<file path="config.mk">
export PLATFORM = sky130hd
export DESIGN_NAME = escape_sequence_decoder_core
export DESIGN_NICKNAME = d
export VERILOG_FILES = /design/src/rtl/esd_pkg.sv /design/src/rtl/esd_parser.sv /design/src/rtl/esd_seq.sv /design/src/rtl/escape_sequence_decoder_core.sv
export SDC_FILE = /design/constraint.sdc
export NUM_CORES = 1
export LEC_CHECK = 0
export BUFFER_PORTS_ARGS = -buffer_cell sky130_fd_sc_hd__buf_2
export CAP_MARGIN = 25
export CORE_ASPECT_RATIO = 0.5
export CORE_UTILIZATION = 45
export DETAILED_ROUTE_END_ITERATION = 10
export HOLD_SLACK_MARGIN = 0.08
export PLACE_DENSITY = 0.63
export SYNTH_ARGS = -nofsm -noshare
export SYNTH_HDL_FRONTEND = slang
export SYNTH_SLANG_ARGS = --single-unit
</file>
<file path="constraint.sdc">
create_clock -name clk -period 5.48 [get_ports clk]
set_input_delay 0.822 -clock clk [delete_from_list [all_inputs] [get_ports clk]]
set_output_delay 0.822 -clock clk [all_outputs]
set_load 0.1 [all_outputs]
</file>
<file path="src/rtl/esd_pkg.sv">
// Shared types, character codes and helper functions of the escape sequence decoder.
package esd_pkg;

	// Parse modes of the decoder.
	typedef enum logic [1:0] {
		MODE_IDLE      = 2'd0,
		MODE_BACKSLASH = 2'd1,
		MODE_HEX       = 2'd2
	} mode_t;

	// Kinds of numeric escape.
	typedef enum logic [1:0] {
		KIND_X  = 2'd0,
		KIND_U4 = 2'd1,
		KIND_U8 = 2'd2
	} kind_t;

	// Sequencer states.
	typedef enum logic {
		SQ_IDLE = 1'b0,
		SQ_EMIT = 1'b1
	} seq_state_t;

	localparam logic [15:0] CH_BSLASH   = 16'h005C;
	localparam logic [15:0] CH_ESC      = 16'h001B;
	localparam logic [15:0] SURR_HI_OFS = 16'hD7C0;
	localparam logic [15:0] SURR_LO_OFS = 16'hDC00;
	localparam int unsigned DIGIT_W     = 7;
	localparam int unsigned STORE_DEPTH = 8;

	// Everything the sequencer needs to play out the results of one item.
	typedef struct packed {
		logic [3:0]         rep_len;   // backslash, letter and digits replayed first
		logic [DIGIT_W-1:0] letter;    // escape letter used in the replay
		logic [1:0]         main_cnt;  // results following the replay
		logic [15:0]        base0;
		logic [15:0]        add0;
		logic [15:0]        base1;
		logic [15:0]        add1;
		logic               text_end;  // the item closes the text
	} plan_t;

	function automatic logic [DIGIT_W-1:0] kind_letter(input kind_t k);
		logic [DIGIT_W-1:0] r;
		case (k)
			KIND_X:  r = 7'h78;
			KIND_U4: r = 7'h75;
			default: r = 7'h55;
		endcase
		return r;
	endfunction

	function automatic logic [3:0] kind_need(input kind_t k);
		logic [3:0] r;
		case (k)
			KIND_X:  r = 4'd2;
			KIND_U4: r = 4'd4;
			default: r = 4'd8;
		endcase
		return r;
	endfunction

endpackage

</file>
<file path="src/rtl/esd_parser.sv">
// Parse state of the escape decoder and the per-item result plan.
module esd_parser (
	input  logic                          clk,
	input  logic                          arst_n,
	input  logic                          take,
	input  logic [15:0]                   code_unit,
	input  logic                          stream_end,
	input  logic [2:0]                    rd_idx,
	output logic [esd_pkg::DIGIT_W-1:0]   rd_digit,
	output esd_pkg::plan_t                plan
);

	esd_pkg::mode_t mode_q, mode_n;
	esd_pkg::kind_t kind_q, kind_n;
	logic [3:0]     digits_q, digits_n, dig_inc;
	logic [31:0]    hex_q, hex_n, hex_acc;
	logic [esd_pkg::DIGIT_W-1:0] store_q [esd_pkg::STORE_DEPTH];
	logic           st_we;
	logic           is_hex;
	logic [3:0]     dval;

	// Hex digit decode: only 0-9, a-f and A-F count.
	always_comb begin
		is_hex = 1'b1;
		dval   = 4'd0;
		if (code_unit >= 16'h0030 && code_unit <= 16'h0039) begin
			dval = code_unit[3:0];
		end else if ((code_unit >= 16'h0061 && code_unit <= 16'h0066) ||
		             (code_unit >= 16'h0041 && code_unit <= 16'h0046)) begin
			dval = code_unit[3:0] + 4'd9;
		end else begin
			is_hex = 1'b0;
		end
	end

	assign dig_inc = digits_q + 4'd1;
	assign hex_acc = {hex_q[27:0], dval};

	always_comb begin
		mode_n        = mode_q;
		kind_n        = kind_q;
		digits_n      = digits_q;
		hex_n         = hex_q;
		st_we         = 1'b0;
		plan          = '0;
		plan.letter   = esd_pkg::kind_letter(kind_q);
		plan.text_end = stream_end;
		case (mode_q)
			esd_pkg::MODE_BACKSLASH: begin
				mode_n        = esd_pkg::MODE_IDLE;
				plan.main_cnt = 2'd1;
				case (code_unit)
					16'h0061: plan.base0 = 16'h0007;
					16'h0062: plan.base0 = 16'h0008;
					16'h0065: plan.base0 = esd_pkg::CH_ESC;
					16'h0066: plan.base0 = 16'h000C;
					16'h006E: plan.base0 = 16'h000A;
					16'h0072: plan.base0 = 16'h000D;
					16'h0074: plan.base0 = 16'h0009;
					16'h0076: plan.base0 = 16'h000B;
					16'h005C, 16'h003F, 16'h0027, 16'h0022: plan.base0 = code_unit;
					16'h0078, 16'h0075, 16'h0055: begin
						plan.main_cnt = 2'd0;
						mode_n        = esd_pkg::MODE_HEX;
						digits_n      = 4'd0;
						hex_n         = 32'd0;
						if (code_unit == 16'h0078) begin
							kind_n = esd_pkg::KIND_X;
						end else if (code_unit == 16'h0075) begin
							kind_n = esd_pkg::KIND_U4;
						end else begin
							kind_n = esd_pkg::KIND_U8;
						end
					end
					default: begin
						plan.main_cnt = 2'd2;
						plan.base0    = esd_pkg::CH_BSLASH;
						plan.base1    = code_unit;
					end
				endcase
			end
			esd_pkg::MODE_HEX: begin
				if (!is_hex) begin
					// Failed escape: replay what was taken, then treat the unit fresh.
					plan.rep_len = 4'd2 + digits_q;
					mode_n       = esd_pkg::MODE_IDLE;
					digits_n     = 4'd0;
					hex_n        = 32'd0;
					if (code_unit == esd_pkg::CH_BSLASH) begin
						mode_n = esd_pkg::MODE_BACKSLASH;
					end else begin
						plan.main_cnt = 2'd1;
						plan.base0    = code_unit;
					end
				end else begin
					st_we    = (digits_q < 4'd8);
					digits_n = dig_inc;
					hex_n    = hex_acc;
					if (dig_inc >= esd_pkg::kind_need(kind_q)) begin
						mode_n   = esd_pkg::MODE_IDLE;
						digits_n = 4'd0;
						hex_n    = 32'd0;
						if (kind_q != esd_pkg::KIND_X && kind_q != esd_pkg::KIND_U4 &&
						    (|hex_acc[31:16])) begin
							plan.main_cnt = 2'd2;
							plan.base0    = hex_acc[25:10];
							plan.add0     = esd_pkg::SURR_HI_OFS;
							plan.base1    = {6'd0, hex_acc[9:0]};
							plan.add1     = esd_pkg::SURR_LO_OFS;
						end else begin
							plan.main_cnt = 2'd1;
							plan.base0    = hex_acc[15:0];
						end
					end
				end
			end
			default: begin
				if (code_unit == esd_pkg::CH_BSLASH) begin
					mode_n = esd_pkg::MODE_BACKSLASH;
				end else begin
					plan.main_cnt = 2'd1;
					plan.base0    = code_unit;
				end
			end
		endcase

		// End of text flushes whatever escape is still pending.
		if (stream_end) begin
			if (mode_n == esd_pkg::MODE_BACKSLASH) begin
				plan.main_cnt = 2'd1;
				plan.base0    = esd_pkg::CH_BSLASH;
				plan.add0     = 16'd0;
			end else if (mode_n == esd_pkg::MODE_HEX) begin
				plan.rep_len = 4'd2 + digits_n;
				plan.letter  = esd_pkg::kind_letter(kind_n);
			end
			mode_n   = esd_pkg::MODE_IDLE;
			digits_n = 4'd0;
			hex_n    = 32'd0;
		end
	end

	always_ff @(posedge clk or negedge arst_n) begin
		if (!arst_n) begin
			mode_q   <= esd_pkg::MODE_IDLE;
			kind_q   <= esd_pkg::KIND_X;
			digits_q <= 4'd0;
			hex_q    <= 32'd0;
		end else if (take) begin
			mode_q   <= mode_n;
			kind_q   <= kind_n;
			digits_q <= digits_n;
			hex_q    <= hex_n;
		end
	end

	always_ff @(posedge clk) begin
		if (take && st_we) begin
			store_q[digits_q[2:0]] <= code_unit[esd_pkg::DIGIT_W-1:0];
		end
	end

	assign rd_digit = store_q[rd_idx];

endmodule

</file>
<file path="src/rtl/esd_seq.sv">
// Result sequencer: plays out one item's results through a shared adder into the output register.
module esd_seq (
	input  logic                         clk,
	input  logic                         arst_n,
	input  logic                         start,
	input  esd_pkg::plan_t               plan,
	input  logic [esd_pkg::DIGIT_W-1:0]  rd_digit,
	output logic [2:0]                   rd_idx,
	output logic                         busy,
	output logic                         result_valid,
	input  logic                         result_ready,
	output logic [15:0]                  out_unit,
	output logic                         run_last,
	output logic                         text_last
);

	esd_pkg::seq_state_t state_q, state_d;
	esd_pkg::plan_t      plan_q;
	logic [3:0]  pos_q, pos_d;
	logic [3:0]  total_q, total_new;
	logic [3:0]  rep_off, main_off;
	logic [15:0] op_a, op_b, sum;
	logic        load, last;
	logic        rv_q, run_last_q, text_last_q;
	logic [15:0] out_unit_q;

	assign total_new = plan.rep_len + {2'd0, plan.main_cnt};
	assign rep_off   = pos_q - 4'd2;
	assign main_off  = pos_q - plan_q.rep_len;
	assign rd_idx    = rep_off[2:0];
	assign load      = (state_q == esd_pkg::SQ_EMIT) && (!rv_q || result_ready);
	assign last      = (pos_q == total_q - 4'd1);
	assign busy      = (state_q != esd_pkg::SQ_IDLE);

	// Operand selection for the shared adder.
	always_comb begin
		op_a = 16'd0;
		op_b = 16'd0;
		if (pos_q < plan_q.rep_len) begin
			case (pos_q)
				4'd0:    op_a = esd_pkg::CH_BSLASH;
				4'd1:    op_a = {9'd0, plan_q.letter};
				default: op_a = {9'd0, rd_digit};
			endcase
		end else if (main_off == 4'd0) begin
			op_a = plan_q.base0;
			op_b = plan_q.add0;
		end else begin
			op_a = plan_q.base1;
			op_b = plan_q.add1;
		end
	end

	assign sum = op_a + op_b;

	always_comb begin
		state_d = state_q;
		pos_d   = pos_q;
		case (state_q)
			esd_pkg::SQ_IDLE: begin
				if (start && total_new != 4'd0) begin
					state_d = esd_pkg::SQ_EMIT;
					pos_d   = 4'd0;
				end
			end
			esd_pkg::SQ_EMIT: begin
				if (load) begin
					if (last) begin
						state_d = esd_pkg::SQ_IDLE;
					end else begin
						pos_d = pos_q + 4'd1;
					end
				end
			end
			default: state_d = esd_pkg::SQ_IDLE;
		endcase
	end

	always_ff @(posedge clk or negedge arst_n) begin
		if (!arst_n) begin
			state_q <= esd_pkg::SQ_IDLE;
			pos_q   <= 4'd0;
			rv_q    <= 1'b0;
		end else begin
			state_q <= state_d;
			pos_q   <= pos_d;
			if (load) begin
				rv_q <= 1'b1;
			end else if (result_ready) begin
				rv_q <= 1'b0;
			end
		end
	end

	always_ff @(posedge clk) begin
		if (start && state_q == esd_pkg::SQ_IDLE) begin
			plan_q  <= plan;
			total_q <= total_new;
		end
		if (load) begin
			out_unit_q  <= sum;
			run_last_q  <= last;
			text_last_q <= last && plan_q.text_end;
		end
	end

	assign result_valid = rv_q;
	assign out_unit     = out_unit_q;
	assign run_last     = run_last_q;
	assign text_last    = text_last_q;

`ifndef ASSERT_OFF
	a_pos_in_range: assert property (@(posedge clk) disable iff (!arst_n)
		(state_q == esd_pkg::SQ_EMIT) |-> (pos_q < total_q))
		else $error("result position ran past the item's result count");

	a_total_bound: assert property (@(posedge clk) disable iff (!arst_n)
		(state_q == esd_pkg::SQ_EMIT) |-> (total_q <= 4'd10))
		else $error("more than ten results planned for one item");

	a_text_implies_run: assert property (@(posedge clk) disable iff (!arst_n)
		(rv_q && text_last_q) |-> run_last_q)
		else $error("text end flagged on a result that does not close its item");

	a_empty_item: assert property (@(posedge clk) disable iff (!arst_n)
		(start && state_q == esd_pkg::SQ_IDLE && total_new == 4'd0) |=>
		(state_q == esd_pkg::SQ_IDLE))
		else $error("an item without results left the sequencer busy");
`endif

endmodule

</file>
<file path="src/rtl/escape_sequence_decoder_core.sv">
// Top level of the streaming backslash escape decoder for UTF-16 text.
//
// The input channel (item_valid / item_ready) takes one UTF-16 code unit per item,
// with stream_end marking the final unit of a text. The output channel
// (result_valid / result_ready) delivers decoded units; run_last flags the last
// result caused by an input item and text_last the final result of the text.
// An input item causes zero to ten results: plain units and complete escapes give
// one or two, while a failed or cut-off numeric escape replays the backslash, the
// letter and the digits taken so far before the failing unit is handled afresh.
// Once an item is accepted, the block drops item_ready and plays its N results out
// one per cycle, while the receiver takes them, through a single shared 16-bit adder
// into the output register; item_ready rises again once the last one is loaded, and
// stays high for an item that causes no result. A new item is accepted while the
// last result still waits in the output register. When the receiver stalls, the
// sequencer holds its place and the output register keeps its result until it is
// taken. Reset returns the parser to idle with no escape pending and empties the
// output register.
module escape_sequence_decoder_core (
	input  logic        clk,
	input  logic        arst_n,
	input  logic        item_valid,
	output logic        item_ready,
	input  logic [15:0] code_unit,
	input  logic        stream_end,
	output logic        result_valid,
	input  logic        result_ready,
	output logic [15:0] out_unit,
	output logic        run_last,
	output logic        text_last
);

	esd_pkg::plan_t plan;
	logic [2:0]     rd_idx;
	logic [esd_pkg::DIGIT_W-1:0] rd_digit;
	logic           busy;
	logic           take;

	// An item is taken only while the sequencer has nothing left to play out.
	assign item_ready = !busy;
	assign take       = item_valid && item_ready;

	// Parser: holds the escape state and the digit characters, and builds the plan.
	esd_parser u_parser (
		.clk        (clk),
		.arst_n     (arst_n),
		.take       (take),
		.code_unit  (code_unit),
		.stream_end (stream_end),
		.rd_idx     (rd_idx),
		.rd_digit   (rd_digit),
		.plan       (plan)
	);

	// Sequencer: steps through the plan, one result per cycle while the receiver keeps up.
	esd_seq u_seq (
		.clk          (clk),
		.arst_n       (arst_n),
		.start        (take),
		.plan         (plan),
		.rd_digit     (rd_digit),
		.rd_idx       (rd_idx),
		.busy         (busy),
		.result_valid (result_valid),
		.result_ready (result_ready),
		.out_unit     (out_unit),
		.run_last     (run_last),
		.text_last    (text_last)
	);

endmodule

</file>
# After elaboration in Yosys (flattened, before gate mapping)
# Memories as Yosys holds them, arrays and structs flattened.
# Index checks and enable logic that the tools add are counted.
[totals] elab_cells=165 inputBits=21 n_memories=1 ramBits=56 regBits=140 out_inout_bits=20
[op_classes] reduce_logical=31 bitwise_logic=1 n_lt_le_gt_ge=9 eq_ne=28 add_sub_neg=10 n_mux=67
[memory_table] name="u_parser.store_q" words=8 word_bits=7 read_ports=1 rd_clocked_by_memory_dff=0 write_ports=1 line="esd_parser.sv:17" source="logic [esd_pkg::DIGIT_W-1:0] store_q [esd_pkg::STORE_DEPTH];"
[ops] cell="== test 16 x 7 -> 1 bit (second input constant)" count=12
[ops] cell="one-hot mux 16 bit (10 select lines)" count=1
[ops] cell="two-way mux 28 bit" count=4
[ops] cell="two-way mux 16 bit" count=6
[ops] cell="two-way mux 48 bit" count=2
[ops] cell="two-way mux 66 bit" count=1
[ops] cell="one-hot mux 28 bit (2 select lines)" count=1
[ops] cell="two-way mux 4 bit" count=13
[ops] cell="== test 16 x 6 -> 1 bit (second input constant)" count=3
[ops] cell="two-way mux 45 bit" count=1
[ops] cell="two-way mux 18 bit" count=2
[ops] cell="one-hot mux 18 bit (2 select lines)" count=1
[ops] cell="two-way mux 34 bit" count=1
[ops] cell="greater-or-equal comparator 16 x 7 -> 1 bit (second input constant)" count=2
[ops] cell="less-or-equal comparator 16 x 7 -> 1 bit (second input constant)" count=2
[ops] cell="one-hot mux 16 bit (2 select lines)" count=1
[ops] cell="one-hot mux 4 bit (2 select lines)" count=3
[ops] cell="one-hot mux 6 bit (2 select lines)" count=2
[ops] cell="two-way mux 11 bit" count=2
[ops] cell="two-way mux 2 bit" count=9
[ops] cell="two-way mux 17 bit" count=1
[ops] cell="adder 16 bit" count=1
[ops] cell="greater-or-equal comparator 16 x 6 -> 1 bit (second input constant)" count=1
[ops] cell="less-or-equal comparator 16 x 6 -> 1 bit (second input constant)" count=1
[ops] cell="other kinds (36)" count=73

# Logic depth before layout (Yosys ltp)
# Gate-level depths: netlist of run 1.
[depth] depth_word=20 depth_mapped=23

# Cells and area by module
# Synthesis of run 1 repeated with hierarchy kept, for this count alone.
[hier_totals] cells_unflattened=859 area_unflattened_um2=10546.4
[by_module_without_submodules] module="esd_parser" area_each_um2=5662.9 n_inst=1 cells_per_inst=510
[by_module_without_submodules] module="esd_seq" area_each_um2=4873.4 n_inst=1 cells_per_inst=347
[by_module_without_submodules] module="escape_sequence_decoder_core" area_each_um2=10.0 n_inst=1 cells_per_inst=2

# Worst setup path before layout of run 1
# No wires, ideal clock.
[synth_path] path_kind="input -> register" start="input port code_unit[12]" end="register u_seq.pos_q[0]" arrival_ps=4940 path_buffers=2 path_stages=18 path_slack_ps=444 required_time_ps=5384 cell_sequence="or4_4 > or2_4 > or4_4 > o311a_2 > buf_1 > o21bai_1 > a21oi_1 > nor3_1 > buf_2 > or3_1 > ha_1 > inv_1 > fa_1 > nand3b_1 > or4_1 > o211ai_2 > a31oi_2 > o31ai_1"
[synth_between] elab_chain_len=16
[synth_rtl] item="start, declared" line="escape_sequence_decoder_core.sv:23" source="input logic [15:0] code_unit,"
[synth_rtl] item="greater-or-equal comparator 16 x 7 -> 1 bit (tied with other cells)" line="esd_parser.sv:28" source="end else if ((code_unit >= 16'h0061 && code_unit <= 16'h0066) ||"
[synth_rtl] item="logical AND 1 bit (on tied branches)" line="esd_parser.sv:28, esd_parser.sv:29"
[synth_rtl] item="logical OR 1 bit" line="esd_parser.sv:28"
[synth_rtl] item="two-way mux 1 bit" line="esd_parser.sv:28"
[synth_rtl] item="two-way mux 1 bit" line="esd_parser.sv:26" source="if (code_unit >= 16'h0030 && code_unit <= 16'h0039) begin"
[synth_rtl] item="two-way mux 4 bit or two-way mux 2 bit (tied branches)" line="esd_parser.sv:83" source="if (!is_hex) begin"
[synth_rtl] item="one-hot mux 4 bit (2 select lines) or one-hot mux 2 bit (2 select lines) (tied branches)" line="esd_parser.sv:48" source="case (mode_q)"
[synth_rtl] item="adder 2 x 4 -> 4 bit or == test 2 bit (tied branches)" line="esd_parser.sv:134, esd_parser.sv:133"
[synth_rtl] item="two-way mux 11 bit" line="esd_parser.sv:133" source="end else if (mode_n == esd_pkg::MODE_HEX) begin"
[synth_rtl] item="two-way mux 11 bit" line="esd_parser.sv:129" source="if (mode_n == esd_pkg::MODE_BACKSLASH) begin"
[synth_rtl] item="two-way mux 45 bit *" line="esd_parser.sv:128" source="if (stream_end) begin"
[synth_rtl] item="adder 4 x 2 -> 4 bit *" line="esd_seq.sv:27" source="assign total_new = plan.rep_len + {2'd0, plan.main_cnt};"
[synth_rtl] item="nonzero test 4 bit *" line="esd_seq.sv:61" source="if (start && total_new != 4'd0) begin"
[synth_rtl] item="logical AND 1 bit *" line="esd_seq.sv:61"
[synth_rtl] item="inequality test 2 x 1 -> 1 bit (no line) *"
[synth_rtl] item="AND reduction 3 bit (no line) *"
[synth_rtl] item="end signal, assigned" line="esd_seq.sv:86" source="pos_q <= pos_d;"
[synth_rtl] item="end, declared" line="esd_seq.sv:19" source="logic [3:0] pos_q, pos_d;"
# Every way passes the cells marked *; elsewhere a longest branch is shown, timed or not.
# A chain may end at the register's enable or synchronous reset.

# Worst setup path after layout of run 1
# Same ends and word-level chain as after synthesis.

==> results of run 1 <==
[synthesized netlist by cell type, types with 3 or more instances]
library cell	count
ha_1	35
and2_1	6
buf_2	4
or4_4	3
nor4_1	8
o21a_1	5
nand4b_1	3
or4_1	3
nor2b_1	6
o31ai_1	8
and3_1	9
xnor2_1	14
nand2b_1	6
mux2i_1	26
a22oi_1	5
o21ai_0	32
nor2_1	67
mux2_2	6
mux4_2	14
nand3_1	14
a21oi_1	47
nand3b_1	4
xor2_1	11
a31oi_1	11
o22ai_1	12
buf_1	6
or3_1	5
clkbuf_1	29
nor3_1	13
or2_2	6
edfxtp_1	120
o21bai_1	5
a21o_1	9
nand2_1	62
inv_1	39
a22o_1	31
dfrtp_1	42
[metal layers]
layer	track usage [%]	up-vias	wire, um
li1	-	2986	-
met1	34.7	3098	10700
met2	33.7	231	9500
met3	5.15	31	1640
met4	6.15	0	271
met5	0	-	0
[through the flow]
step / instance area [um2] / instances
6_report: 9960 / 1093
5_1_grt: 9960 / 1093
4_1_cts: 9940 / 1092
3_3_place_gp: 9350 / 1060
3_5_place_dp: 9350 / 1060
2_1_floorplan: 8740 / 769
[report_power, final]
part           switching [mW]  total [mW]  leakage, nW  internal, mW
Combinational            1.18        1.66         1.91         0.482
Clock                   0.518        1.20        0.270         0.678
Sequential             0.0638        1.59         1.67          1.52
Total                    1.76        4.45         3.85          2.69
[flip-flops by register name, summed over array words and instances (netlist names)]
signal              flops
u_parser.mode_q         2
u_seq.result_valid      1
u_parser.digits_q       4
u_seq.run_last          1
u_seq.plan_q           42
u_seq.pos_q             4
u_parser.kind_q         2
u_seq.total_q           4
u_seq.text_last         1
u_parser.hex_q         28
u_parser.store_q       56
u_seq.out_unit         16
u_seq.busy              1
[cells in the final DEF (no fill, tap or decap), types with 5 or more instances in the layout]
master,synthesis,routed
xnor2_1,14,14
inv_1,39,39
a22oi_1,5,5
mux2i_1,26,26
nand3_1,14,14
a31oi_1,11,11
o21ai_0,32,32
nand2_1,62,62
o21a_1,5,5
edfxtp_1,120,120
ha_1,35,35
buf_2,4,40
o21bai_1,5,5
nor2_1,67,66
mux4_2,14,14
nor3_1,13,11
and2_1,6,6
and3_1,9,9
dfrtp_1,42,42
or2_2,6,6
o31ai_1,8,8
o22ai_1,12,12
nor2b_1,6,6
mux2_2,6,6
nor4_1,8,8
clkinvlp_4,0,5
a21o_1,9,9
buf_4,0,31
xor2_1,11,11
nand2b_1,6,6
a22o_1,31,31
clkbuf_16,0,17
a21oi_1,47,47
or3_1,5,5
[path summary, 6_finish.rpt]
check | slack [ns] | start | to
worst max-delay path | 0.55 | code_unit[12] | u_seq.pos_q[0]$_DFFE_PN0P_
max in group asynchronous | 4.64 | arst_n | u_parser.hex_q[13]$_DFFE_PN0P_
worst min-delay path | 0.34 | arst_n | u_parser.kind_q[0]$_DFFE_PN0P_
min in group clk | 0.51 | u_parser.hex_q[26]$_DFFE_PN0P_ | u_parser.hex_q[26]$_DFFE_PN0P_
worst max register to register | 0.58 | u_parser.digits_q[0]$_DFFE_PN0P_ | u_seq.pos_q[0]$_DFFE_PN0P_
worst min register to register | 0.51 | u_parser.hex_q[26]$_DFFE_PN0P_ | u_parser.hex_q[26]$_DFFE_PN0P_
[cells by family (layout without fill, tap and decap cells)]
logic type                 after synthesis  in the layout
AOI/OAI and AO/OA                      193            193
DFF                                    162            162
xor gates and xnor gates                25             25
buffers and inverters                   79            144
adders and majority gates               37             37
and+or+nand+nor                        227            227
muxes                                   46             46
[final cells by class]
type	instances	area, um2	area share (%)
Sequential cell	162	4650	46.7
Multi-Input combinational cell	528	3790	38.1
Timing Repair Buffer	72	453	4.55
Clock buffer	18	429	4.31
Tap cell	259	324	3.25
Clock inverter	14	155	1.56
Inverter	40	150	1.51
==> flow_metrics.tcl, run 1 <==
set metrics [dict create \
    synth_top_family_by_area "compound AO/OA/AOI/OAI gates" \
    required_ns 5.81 \
    cts_resized 0 \
    grt_first_pass_wirelength_mm 34.4 \
    finalWorstSetupSlack_ns 0.550 \
    hp-class "primary input to async pin" \
    routed_wl_mm 22.1 \
    final_util_pct 53.3 \
    power.density_nw_per_um2 447 \
    synth_adder_area_share_pct 5.47 \
    min_period_ns 4.93 \
    ctsHoldBuffers 0 \
    die_y_um 101 \
    finalPower_mw 4.45 \
    postCtsSetupBuffers 0 \
    pre_cts_slack_ns 0.156 \
    status "complete, no violations" \
    io_pins 41 \
    crit_family "simple AND/OR/NAND/NOR gates" \
    grt_pass1_vias 5988 \
    synth_flop_cell "edfxtp_1" \
    antenna_found_initial 1 \
    cp-start-kind "primary input" \
    portBuffers 40 \
    synth_top_area_cell "edfxtp_1" \
    grt_max_degree 53 \
    syn-cell-area_um2 8740 \
    setup_viol 0 \
    fmax_mhz 203 \
    vias 6346 \
    dp_hpwl_mm 16.0 \
    syn_nets 827 \
    cp_num_cells 17 \
    tightest_slew_ns 0.880 \
    overflow 0 \
    synth-edff-count 120 \
    syn2layout_area_growth_pct 14.0 \
    finalCritPeriodShare_pct 90.0 \
    syn_avg_cell_area_um2 11.4 \
    drt-vias-per-instance 5.81 \
    path_cells "buf_2 > or4_4 > or2_4 > or4_4 > o311a_2 > or4_1 > buf_4 > or2_1 > nand2_1 > a21oi_1 > a31oi_1 > fa_1 > nand3b_1 > or4_1 > o211ai_2 > a31oi_2 > o31ai_1" \
    grt_usage_pct 23.2 \
    cap_viol_max_count 0 \
    htree_num_levels 4 \
    max-clock-path-buffers 2 \
    async_flop_share_pct 25.9 \
    cts_tree "done" \
    die_area_um2 20000 \
    tns_ns 0 \
    path_buf_inv 2 \
    hold_slack_ns 0.340 \
    rsz0062_at_grt "false" \
    clkTransAtPathRegs_ns 0.07 \
    wl_per_cell_um 20.2 \
    drt_first_pass_iters 5 \
    row_count 35 \
    fin_nets 879 \
    drv_slew 0 \
    fp.coreArea_um2 18700 \
    leakage_nw 3.85 \
    yosys.area_share.xor_xnor_pct 2.51 \
    path_max_fanout 11 \
    synth.distinct_cells 70 \
    finalClockSkew_ns 0.00702 \
    ctsRootBufferMaster "clkbuf_16" \
    r2r_cells 18 \
    initial_core_util_pct 46.7 \
    ir_drop_uv 293 \
    place.gp.congestion 0.945 \
    drive_gt1_share_pct 17.5 \
    crit_type "primary input to register" \
    synth_compound_area_share_pct 15.1 \
    finalHoldViolCount 0 \
    synth_warnings 0 \
    synth-simple-area-share_pct 12.8 \
    clock-sinks 162 \
    muxShareOfSynthArea_pct 7.36 \
    die_x_um 199 \
    antenna_left 0 \
    drt_iter0_markers 672 \
    crit_path_max_incr_delay_ns 0.57 \
    synth-seq-cells 162 \
    fillers 1653 \
    seq_area_frac_synth_pct 53.3 \
    cts_buffers 17 \
    synthTopCellsByArea "edfxtp_1 41%, dfrtp_1 12%, ha_1 5.0%" \
    synth_top_area_share_pct 41.2 \
    worst_path_max_delay_cell "or4_4" \
    syn_inst 769 \
    relSlewSlack_pct 41.3 \
    diodes 0 \
    insertion_delay_ns 0.42 \
    endpoint_kind "register" \
    arrival_ns 5.26 \
    drt_drc_violations_left 0 \
]
Power figures use the tool's default switching activity.
==> run 2, diff against run 1 <==
--- a/config.mk
+++ b/config.mk
@@ -5,6 +5,7 @@
 export SDC_FILE = /design/constraint.sdc
 export NUM_CORES = 1
 export LEC_CHECK = 0
+export ABC_AREA = 1
 export BUFFER_PORTS_ARGS = -buffer_cell sky130_fd_sc_hd__buf_2
 export CAP_MARGIN = 25
 export CORE_ASPECT_RATIO = 0.5
==> flow_metrics.tcl, run 2 <==
set metrics [dict create \
    syn_avg_cell_area_um2 9.21 \
    pwr-share-comb_pct 44.6 \
    cts_resized 0 \
    endpoint_kind "register" \
    cts_buffers 17 \
    synth_common_cells "148 x nand2_1, 130 x nor2_1, 120 x edfxtp_1, 110 x inv_1, 89 x o21ai_0" \
    drt_first_pass_iters 5 \
    synth-edff-count 120 \
    reg2reg_from "u_parser.digits_q[1]$_DFFE_PN0P_" \
    drive_gt1_share_pct 12.9 \
    hold_slack_ns 0.222 \
    relSlewSlack_pct 32.4 \
    grt_pass1_vias 6723 \
    largest_reg_flops 56 \
    grt_first_pass_wirelength_mm 38.2 \
    clkTransAtPathRegs_ns 0.07 \
    row_count 36 \
    fillers 1807 \
    tightest_slew_ns 1.01 \
    clock-sinks 162 \
    design_area_um2 10100 \
    io_pins 41 \
    routed_wl_mm 24.4 \
    cap_viol_max_count 0 \
    finalClockSkew_ns 0.00817 \
    die_area_um2 20600 \
    crit_path_max_incr_delay_ns 0.47 \
    reg2reg_slack_ns 0.78 \
    ctsRootBufferMaster "clkbuf_16" \
    hp-class "primary input to async pin" \
    die_y_um 102 \
    htree_num_levels 4 \
    power.internal_mw 2.80 \
    syn-cell-area_um2 9010 \
    insertion_delay_ns 0.44 \
    diodes 0 \
    synth_flop_cell "edfxtp_1" \
    rr_endpoint "u_seq.pos_q[2]$_DFFE_PN0P_" \
    finalCritPeriodShare_pct 85.7 \
    rsz0062_at_grt "false" \
    max-clock-path-buffers 2 \
    grt_max_degree 57 \
    place_area_um2 9490 \
    grt_usage_pct 24.9 \
    fin_nets 1079 \
    synth_top_area_cell "edfxtp_1" \
    required_ns 5.81 \
    yosysMostFrequentCell "nand2_1" \
    drt-vias-per-instance 5.53 \
    cp-start-kind "register" \
    final_common_cell "nand2_1" \
    die_x_um 202 \
    seq_area_frac_synth_pct 51.6 \
    overflow 0 \
    r2r_cells 28 \
    fmax_mhz 213 \
    p_seq_share_pct 32.6 \
    portBuffers 40 \
    ctsHoldBuffers 0 \
    drv_slew 0 \
    synth_warnings 0 \
    cts_tree "done" \
    syn_nets 1037 \
    path_max_fanout 8 \
    drt_drc_violations_left 0 \
    syn2layout_area_growth_pct 11.8 \
    worst_path_max_delay_cell "fa_1" \
    finalHoldViolCount 0 \
    vias 7193 \
    crit_path_frequent_cell "inv_1" \
    dp_hpwl_mm 17.8 \
    power.share.clock_pct 22.8 \
    async_flop_share_pct 25.9 \
    syn_inst 979 \
    antenna_found_initial 0 \
    ir_drop_uv 391 \
    netSwitchingPower_mw 2.25 \
    arrival_ns 5.03 \
    synthTopCellsByArea "edfxtp_1 40%, dfrtp_1 12%, nand2_1 6.2%" \
    wl_per_cell_um 18.8 \
    synth.distinct_cells 46 \
    final_cell_mix "148 x nand2_1, 130 x nor2_1, 120 x edfxtp_1" \
    crit_start "u_parser.digits_q[1]$_DFFE_PN0P_" \
    place.gp.congestion 0.949 \
    synth-seq-cells 162 \
    antenna_left 0 \
    drt_iter0_markers 558 \
    tns_ns 0 \
    regArea_um2 4650 \
    crit_type "register to register" \
    switching_share_pct 44.6 \
    multi_input_area_um2 3720 \
    setup_viol 0 \
    synth_top_area_share_pct 40.0 \
    power.density_nw_per_um2 502 \
    status "complete, no violations" \
    fp.coreArea_um2 19500 \
    leakage_nw 4.14 \
    initial_core_util_pct 46.1 \
    min_period_ns 4.70 \
    postCtsSetupBuffers 0 \
]
-- run 2: cell count changes after synthesis, moves of 14 or more --
cell and change:
inv_1 +71, nand2_2 +16, o22ai_1 +21, mux4_2 -14, nor2_1 +63, mux2i_1 -26
nand2_1 +86, a22o_1 -31, nand3_1 +39, o21ai_0 +57, a21oi_1 -19
-- run 2: stage by stage --
step	cells	power [mW]	utilization (%)	worst slack, ns
final	1300	5.05	51.5	0.782
after detailed placement	1267	3.92	48.5	0.629
after floorplan	979	3.31	-	1.19
after global placement	1267	3.89	48.5	0.628
after CTS	1299	5.07	51.4	0.821
after global routing	1300	5.35	51.5	0.226
-- run 2: layout make-up --
class,instances,share of cell area (%)
flip-flops and latches,162,46.2
clock buffers,18,4.26
well taps,266,3.30
inverters,122,4.54
multi-input cells,661,36.9
clock inverters,14,1.38
repair buffers,57,3.38
-- run 2: kinds of logic after synthesis --
family	Yosys count	synth area share, %
buffers and inverters	156	7.05
adders and majority gates	37	5.30
xor gates and xnor gates	22	2.14
DFF	162	51.6
and+or+nand+nor	402	20.6
AOI/OAI and AO/OA	200	13.3
-- run 2: per-layer routing --
metal	wire length (um)	GRT usage, %	share of wire, %	vias to the layer above
met5	0	0	0	-
li1	-	-	-	3469
met3	1610	5.13	6.6	42
met4	503	8.27	2.1	0
met1	11500	35.5	47	3434
met2	10800	38.1	44	248
-- run 2: critical path, delay by kind of cell (launching register included) --
family / cells / cell delay, ns
fa+ha+maj: 4 / 1.27
simple gates: 13 / 1.34
buf+inv: 6 / 0.55
flops: 1 / 0.45
compound gates: 4 / 0.68
xor+xnor: 1 / 0.24
-- run 2: worst max-delay path by stage --
stage	endpoint	slack [ns]	cells past startpoint
after floorplan	u_seq.out_unit[14]$_DFFE_PP_	1.19	24
after global placement	u_seq.pos_q[0]$_DFFE_PN0P_	0.63	22
after detailed placement	u_seq.pos_q[2]$_DFFE_PN0P_	0.63	22
after CTS	u_seq.pos_q[2]$_DFFE_PN0P_	0.82	28
after global routing	u_seq.pos_q[0]$_DFFE_PN0P_	0.23	28
final	u_seq.pos_q[2]$_DFFE_PN0P_	0.78	28
-- run 2: power groups by stage --
| stage | combinational [mW] | sequential [mW] | clock (mW) |
|---|---|---|---|
| global route | 2.46 | 1.67 | 1.22 |
| finish | 2.25 | 1.65 | 1.15 |
| floorplan | 1.16 | 2.15 | 0 |
| global placement | 2.22 | 1.67 | 0 |
| detailed placement | 2.24 | 1.67 | 0 |
| CTS | 2.25 | 1.65 | 1.17 |
